### src/rtl/permutation_order_core_assert.svh
// Assertion macros for the permutation order core.
// Needs clk and rst in the scope where a macro is used.
`ifndef PERMUTATION_ORDER_CORE_ASSERT_SVH
`define PERMUTATION_ORDER_CORE_ASSERT_SVH

// Consequent checked in the same cycle as the antecedent.
`define PO_ASSERT_SAME(lbl, ante, cons, msg) \
  lbl: assert property (@(posedge clk) disable iff (rst) (ante) |-> (cons)) else $error(msg);

// Consequent checked in the cycle after the antecedent.
`define PO_ASSERT_NEXT(lbl, ante, cons, msg) \
  lbl: assert property (@(posedge clk) disable iff (rst) (ante) |=> (cons)) else $error(msg);

`endif

### src/rtl/po_pkg.sv
// Shared types and constants for the permutation order core.
// No dependencies; used by every module of the block.
`timescale 1ns / 1ps
`default_nettype none
package po_pkg;

  localparam int IMG_W  = 10;
  localparam int ORD_W  = 64;
  localparam int STAT_W = 2;
  localparam int OP_W   = 5;

  // Result status codes
  localparam logic [STAT_W-1:0] ST_VALID = 2'd0;
  localparam logic [STAT_W-1:0] ST_RANGE = 2'd1;
  localparam logic [STAT_W-1:0] ST_DUP   = 2'd2;

  // Datapath operations issued by the controller
  localparam logic [OP_W-1:0] OP_NONE     = 5'd0;
  localparam logic [OP_W-1:0] OP_LOAD     = 5'd1;
  localparam logic [OP_W-1:0] OP_CLR      = 5'd2;
  localparam logic [OP_W-1:0] OP_OVR      = 5'd3;
  localparam logic [OP_W-1:0] OP_CHK_MK   = 5'd4;
  localparam logic [OP_W-1:0] OP_CHK_TST  = 5'd5;
  localparam logic [OP_W-1:0] OP_WLK_TST  = 5'd6;
  localparam logic [OP_W-1:0] OP_NEXT     = 5'd7;
  localparam logic [OP_W-1:0] OP_STEP     = 5'd8;
  localparam logic [OP_W-1:0] OP_UPD      = 5'd9;
  localparam logic [OP_W-1:0] OP_DIV1     = 5'd10;
  localparam logic [OP_W-1:0] OP_GCD_INIT = 5'd11;
  localparam logic [OP_W-1:0] OP_GCD      = 5'd12;
  localparam logic [OP_W-1:0] OP_DIV2     = 5'd13;
  localparam logic [OP_W-1:0] OP_MUL      = 5'd14;
  localparam logic [OP_W-1:0] OP_MUL_CHK  = 5'd15;
  localparam logic [OP_W-1:0] OP_OUT      = 5'd16;

  typedef struct packed {
    logic [OP_W-1:0] op;
    logic            full;   // sweep covers the whole mark memory
  } cmd_t;

  typedef struct packed {
    logic ovr;        // more entries than the memory holds
    logic bad;        // current check entry is out of range or a duplicate
    logic last;       // pointer is at the last loaded entry
    logic clr_last;   // pointer is at the end of the clear sweep
    logic new_cycle;  // walk start point opens an unvisited cycle
    logic step_go;    // cycle walk has not closed yet
    logic div_done;   // divider result ready
    logic gcd_done;   // gcd settled
    logic ovf;        // order saturated
    logic err_any;    // check found a fault
  } sts_t;

endpackage
`default_nettype wire

### src/rtl/po_ctrl.sv
// Controller state machine: load, check, clear, cycle walk, lcm fold, result.
// Depends on po_pkg for the command and status structs.
`timescale 1ns / 1ps
`default_nettype none
module po_ctrl
  import po_pkg::*;
(
  input  wire logic clk,
  input  wire logic rst,
  input  wire logic start,
  input  wire logic last_entry,
  input  wire sts_t st,
  output cmd_t      cmd,
  output logic      busy,
  output logic      done
);

  localparam logic [4:0] S_CLR0      = 5'd0;
  localparam logic [4:0] S_LOAD      = 5'd1;
  localparam logic [4:0] S_CHK_PRE   = 5'd2;
  localparam logic [4:0] S_CHK_RD    = 5'd3;
  localparam logic [4:0] S_CHK_MK    = 5'd4;
  localparam logic [4:0] S_CHK_TST   = 5'd5;
  localparam logic [4:0] S_CLR1      = 5'd6;
  localparam logic [4:0] S_WLK_RD    = 5'd7;
  localparam logic [4:0] S_WLK_TST   = 5'd8;
  localparam logic [4:0] S_NEXT      = 5'd9;
  localparam logic [4:0] S_STEP_CHK  = 5'd10;
  localparam logic [4:0] S_STEP_RD   = 5'd11;
  localparam logic [4:0] S_STEP_UPD  = 5'd12;
  localparam logic [4:0] S_DIV1_GO   = 5'd13;
  localparam logic [4:0] S_DIV1_WAIT = 5'd14;
  localparam logic [4:0] S_GCD       = 5'd15;
  localparam logic [4:0] S_DIV2_GO   = 5'd16;
  localparam logic [4:0] S_DIV2_WAIT = 5'd17;
  localparam logic [4:0] S_MUL       = 5'd18;
  localparam logic [4:0] S_MUL_CHK   = 5'd19;
  localparam logic [4:0] S_CLR2      = 5'd20;
  localparam logic [4:0] S_OUT       = 5'd21;

  logic [4:0] state;
  logic [4:0] state_next;

  assign busy = (state != S_LOAD);
  assign done = (state == S_OUT);

  // State register
  always_ff @(posedge clk) begin
    if (rst) begin
      state <= S_CLR0;
    end else begin
      state <= state_next;
    end
  end

  // Next state and command
  always_comb begin
    state_next = state;
    cmd.op     = OP_NONE;
    cmd.full   = 1'b0;
    case (state)
      S_CLR0: begin
        cmd.op   = OP_CLR;
        cmd.full = 1'b1;
        if (st.clr_last) state_next = S_LOAD;
      end
      S_LOAD: begin
        if (start) begin
          cmd.op = OP_LOAD;
          if (last_entry) state_next = S_CHK_PRE;
        end
      end
      S_CHK_PRE: begin
        cmd.op     = OP_OVR;
        state_next = st.ovr ? S_CLR1 : S_CHK_RD;
      end
      S_CHK_RD: state_next = S_CHK_MK;
      S_CHK_MK: begin
        cmd.op     = OP_CHK_MK;
        state_next = S_CHK_TST;
      end
      S_CHK_TST: begin
        cmd.op     = OP_CHK_TST;
        state_next = (st.bad || st.last) ? S_CLR1 : S_CHK_RD;
      end
      S_CLR1: begin
        cmd.op = OP_CLR;
        if (st.clr_last) state_next = st.err_any ? S_OUT : S_WLK_RD;
      end
      S_WLK_RD: state_next = S_WLK_TST;
      S_WLK_TST: begin
        cmd.op     = OP_WLK_TST;
        state_next = st.new_cycle ? S_STEP_CHK : S_NEXT;
      end
      S_NEXT: begin
        cmd.op     = OP_NEXT;
        state_next = st.last ? S_CLR2 : S_WLK_RD;
      end
      S_STEP_CHK: begin
        if (st.step_go)  state_next = S_STEP_RD;
        else if (st.ovf) state_next = S_NEXT;
        else             state_next = S_DIV1_GO;
      end
      S_STEP_RD: begin
        cmd.op     = OP_STEP;
        state_next = S_STEP_UPD;
      end
      S_STEP_UPD: begin
        cmd.op     = OP_UPD;
        state_next = S_STEP_CHK;
      end
      S_DIV1_GO: begin
        cmd.op     = OP_DIV1;
        state_next = S_DIV1_WAIT;
      end
      S_DIV1_WAIT: begin
        if (st.div_done) begin
          cmd.op     = OP_GCD_INIT;
          state_next = S_GCD;
        end
      end
      S_GCD: begin
        cmd.op = OP_GCD;
        if (st.gcd_done) state_next = S_DIV2_GO;
      end
      S_DIV2_GO: begin
        cmd.op     = OP_DIV2;
        state_next = S_DIV2_WAIT;
      end
      S_DIV2_WAIT: begin
        if (st.div_done) state_next = S_MUL;
      end
      S_MUL: begin
        cmd.op     = OP_MUL;
        state_next = S_MUL_CHK;
      end
      S_MUL_CHK: begin
        cmd.op     = OP_MUL_CHK;
        state_next = S_NEXT;
      end
      S_CLR2: begin
        cmd.op = OP_CLR;
        if (st.clr_last) state_next = S_OUT;
      end
      S_OUT: begin
        cmd.op     = OP_OUT;
        state_next = S_LOAD;
      end
      default: state_next = S_CLR0;
    endcase
  end

endmodule
`default_nettype wire

### config.mk
export PLATFORM = sky130hd
export DESIGN_NAME = po_ctrl
export DESIGN_NICKNAME = d
export VERILOG_FILES = /design/src/rtl/permutation_order_core_assert.svh /design/src/rtl/po_pkg.sv /design/src/rtl/po_ctrl.sv
export SDC_FILE = /design/constraint.sdc
export NUM_CORES = 1
export LEC_CHECK = 0
export ABC_CLOCK_PERIOD_IN_PS = 1630
export BUFFER_PORTS_ARGS = -buffer_cell sky130_fd_sc_hd__buf_2
export CORE_ASPECT_RATIO = 1.2
export CORE_MARGIN = 2
export CORE_UTILIZATION = 48
export DETAILED_ROUTE_END_ITERATION = 6
export PLACE_DENSITY_LB_ADDON = 0.08
export SETUP_SLACK_MARGIN = 0.05
export SLEW_MARGIN = 20
export SYNTH_ARGS = -nofsm -noshare
export SYNTH_HDL_FRONTEND = slang
export SYNTH_SLANG_ARGS = --single-unit
export TNS_END_PERCENT = 30
### constraint.sdc
create_clock -name clk -period 1.63 [get_ports clk]
set_input_delay 0.0815 -clock clk [delete_from_list [all_inputs] [get_ports clk]]
set_output_delay 0.0815 -clock clk [all_outputs]
set_load 0.02 [all_outputs]
# == Word-level counts from Yosys, hierarchy flattened ==
# Cells that the tools add are included.
# totals
wordCells,55
out_inout_bits,8
regBits,5
# op_classes
n_eq_ne,30
muxes,20
reduce_logical,4
# op_table
operator,count
$pmux W5 S22,1
$pmux W5 S16,1
$mux W5,10
$eq A5 B4 Y1 const B,8
$eq A5 B5 Y1 const B,6
$eq A5 B3 Y1 const B,4
$ne A2 B2 Y1 const B,8
$mux W3,4
$eq A5 B2 Y1 const B,2
$reduce_and A8 Y1,1
$eq A5 B1 Y1 const B,1
$logic_not A5 Y1,1
$ne A5 B1 Y1 const B,1
$mux W4,1
$reduce_or A3 Y1,1
$mux W1,2
$mux W2,1
$logic_or A1 B1 Y1,1

# == Logic depth before layout (Yosys ltp) ==
# logic_depth
ltp_word,3
ltp_mapped,7

# == Worst setup path after synthesis ==
# OpenSTA, ideal clock, no wires.
# synth_path
kind,reg-to-reg
start,register state[2]
end,register state[2]
stages_incl_launch_ff,8
required_time_ns,1.514
arrival_time_ns,1.554
slack_ns,-0.040
cell_sequence,dfxtp_1 > buf_6 > or3b_4 > o32ai_2 > a31oi_2 > and3_4 > buf_6 > a31o_1
# synth_between
elab_chain_len,3
elab_cells_between_ends,32
classes_between,29 x eq/ne; 1 x mux; 2 x reduce/logical
# synth_lines
item,line,source
from (decl),po_ctrl.sv:41,logic [4:0] state;
from (signal assigned),po_ctrl.sv:52,state <= state_next;
$eq A5 B3 Y1 (tied with other cells),po_ctrl.sv:61,case (state)
$ne A2 B2 Y1 (no source line),--,
$reduce_and A8 Y1 (no source line),--,
# Parallel ways exist; a longest one is shown, timed or not.
# A chain may end at the register's enable or synchronous reset.

# == Worst setup path after layout ==
# Ends and elaborated chain as after synthesis.

==> metrics <==
Worst Path Arrival 1.75 ns; leading area contributor after synthesis dfxtp_1; gpl congestion 0.890; Layout area overhead 59.1%; Port Buffers 21; CTS buffer count 3; # DRC 0; fraction of layout cells with a size suffix above 1 0.492; row count 17; first-pass GRT wire length 5.70 mm; max-cap violation count 0; #FFs+latches synth 5; WL per Instance 16.5 microns; largest net degree at the start of global routing 14; Power per Cell Area 1780 nW/um^2; Req. time, crit path 1.75 ns; Slew @ Worst Pin 0.375 ns; Via density 6.22; YS warnings 0; fmax 0.614 GHz; I/O pins 22; H-tree levels 1; Syn Nets 153; CP max stage cell or3b_4; ANT cells 0; Regs by FF count state x5; Syn Area/Cell 6.61 sq um; synth top area cells dfxtp_1 (11%), nor2b_1 (6.1%), a21oi_1 (5.4%); Sink Count 5; Initial Utilization 0.502; Clk pin slew, worst setup/hold paths 0.04 ns; critical path type reg2reg; Mapped Area 918 sq um; skew final 0.000819 ns; die width 43.9 microns; # nets final 206; Die ar. 2280 sq um; vias in the first global route 1243; EDFF count, synth 0; max_slew headroom 0.748; Core Area 1830 sq um; crit end category flop; RSZ-0062 raised after global routing yes; minimum clock period 1.63 ns; crit start category flop; Final Slew Violations 0; dominant synthesized flop cell dfxtp_1; max reg flops 5; Final Hold Viols 0; CP max FO 6; global-route usage over all layers 0.337; antenna violations before repair 0; R2R cell count 5; hold depth 2; Chip Height 51.9 microns; worst vdd ir 1.07 mV; via count 1306; GRT overflow 0; routed wire length 3.46 mm; first-pass iteration count of the detailed router 4; Root Buffer clkbuf_4; post-synthesis sequential area ratio 0.109; worst-path cell chain or3b_4 -> o32ai_4 -> a31oi_4 -> and3_4 -> a31o_1; final design utilization 0.799; Max clock buf depth 2; Antenna Nets Post-Route 0; hpwl dp 2.55 mm; DR iter-0 viols 48; period utilization 1.00; post-synthesis cell type count 48; worst hold path type in2reg; Largest Register state; CTS tree yes; leakage dissipation 0.625 nW; Synth top area share 0.109; fraction of registers with async set/reset 0; Min Hold Slack 0.0879 ns; final setup fails 0; max incr delay on CP 0.43 ns; status finished, final reports clean; Clk Latency, worst-skew pair 0.23 ns; cell count after synthesis 139
-- where the power goes --
| group | internal, mW | switching, mW |
|---|---|---|
| logic | 1.05 | 1.11 |
| clock network | 0.0921 | 0.0434 |
| registers | 0.192 | 0.101 |
-- placed cells by master, fill, tap and decap left out, types with 2 or more instances in the layout --
cell and instances:
o221ai_1 2, nor4_2 3, buf_4 36, nor2_1 10, buf_6 4, o21ai_0 6
nand3b_1 2, inv_1 3, a211oi_2 2, nor2b_1 8, and2_1 2, o21ai_1 6
a211o_1 2, inv_2 4, buf_8 3, nand2_1 9, buf_2 19, nand3_1 5
or3_4 2, a31oi_1 3, or4_1 2, dfxtp_4 5, a31o_1 2, clkbuf_4 3
nand2b_1 2, a21oi_1 10, nor4_1 4, mux2i_1 4
-- cell usage after synthesis (3+ instances only) --
library cell / n
nand2_1: 9
o21ai_0: 10
clkbuf_1: 8
inv_1: 4
nor2b_1: 9
inv_2: 4
nand2b_1: 3
nor2_1: 11
a21oi_1: 10
mux2i_1: 4
a31oi_1: 3
nor4_1: 7
buf_2: 3
nand3_1: 5
dfxtp_1: 5
-- critical path: cells and delay by family, from the launching register on --
family | cells | cell delay, ns
AND/OR/NAND/NOR | 2 | 0.67
AO/OA/AOI/OAI | 3 | 0.49
flip-flops | 1 | 0.37
-- layout make-up --
| class | instances | area, sq um |
|---|---|---|
| clock buffers | 4 | 26.3 |
| fillers | 132 | 368 |
| inverters | 8 | 32.5 |
| multi-input cells | 112 | 805 |
| flip-flops and latches | 5 | 119 |
| well taps | 19 | 23.8 |
| repair buffers | 62 | 455 |
-- cell families (layout without fill, tap and decap cells) --
group                  Yosys count  in the layout  share of synthesized area
flip-flops                       5              5                      0.109
buffers and inverters           22             74                      0.114
AND/OR/NAND/NOR                 61             61                      0.373
multiplexers                     4              4                     0.0436
AO/OA/AOI/OAI                   47             47                      0.360
-- path summary, 6_finish.rpt --
kind	slack, ns	end	start
max	0.0004	state[2]$_SDFFE_PP0P_	state[2]$_SDFFE_PP0P_
min	0.09	state[3]$_SDFFE_PP0P_	rst
max reg2reg	0.0004	state[2]$_SDFFE_PP0P_	state[2]$_SDFFE_PP0P_
min reg2reg	0.51	state[1]$_SDFFE_PP0P_	state[1]$_SDFFE_PP0P_
-- metrics by stage --
step | power (mW) | instance area [sq um] | setup WS (ns) | setup TNS, ns | instances
2_1_floorplan | 1.41 | 918 | -0.0398 | -0.0430 | 139
3_3_place_gp | 2.04 | 1240 | -0.0399 | -0.142 | 201
3_5_place_dp | 2.08 | 1240 | -0.0655 | -0.289 | 201
4_1_cts | 2.41 | 1390 | 0.0231 | 0 | 208
5_1_grt | 2.77 | 1460 | -0.0841 | -0.275 | 210
6_report | 2.60 | 1460 | 0.000424 | 0 | 210
-- metal layers --
layer / vias up / global-route usage / wire, microns
met2: 64 / 0.569 / 1790
met5: - / 0 / 0
met4: 0 / 0.141 / 80
li1: 626 / - / -
met3: 10 / 0.0521 / 216
met1: 606 / 0.416 / 1370
-- repair_timing --
item                                    CTS  global route
endpoints found under the setup margin   10            11
hold buffers                              0             0
resized for setup                        27            18
pin swaps                                 3             6
setup buffers                             3             2
(Power assumes the default switching activity.)
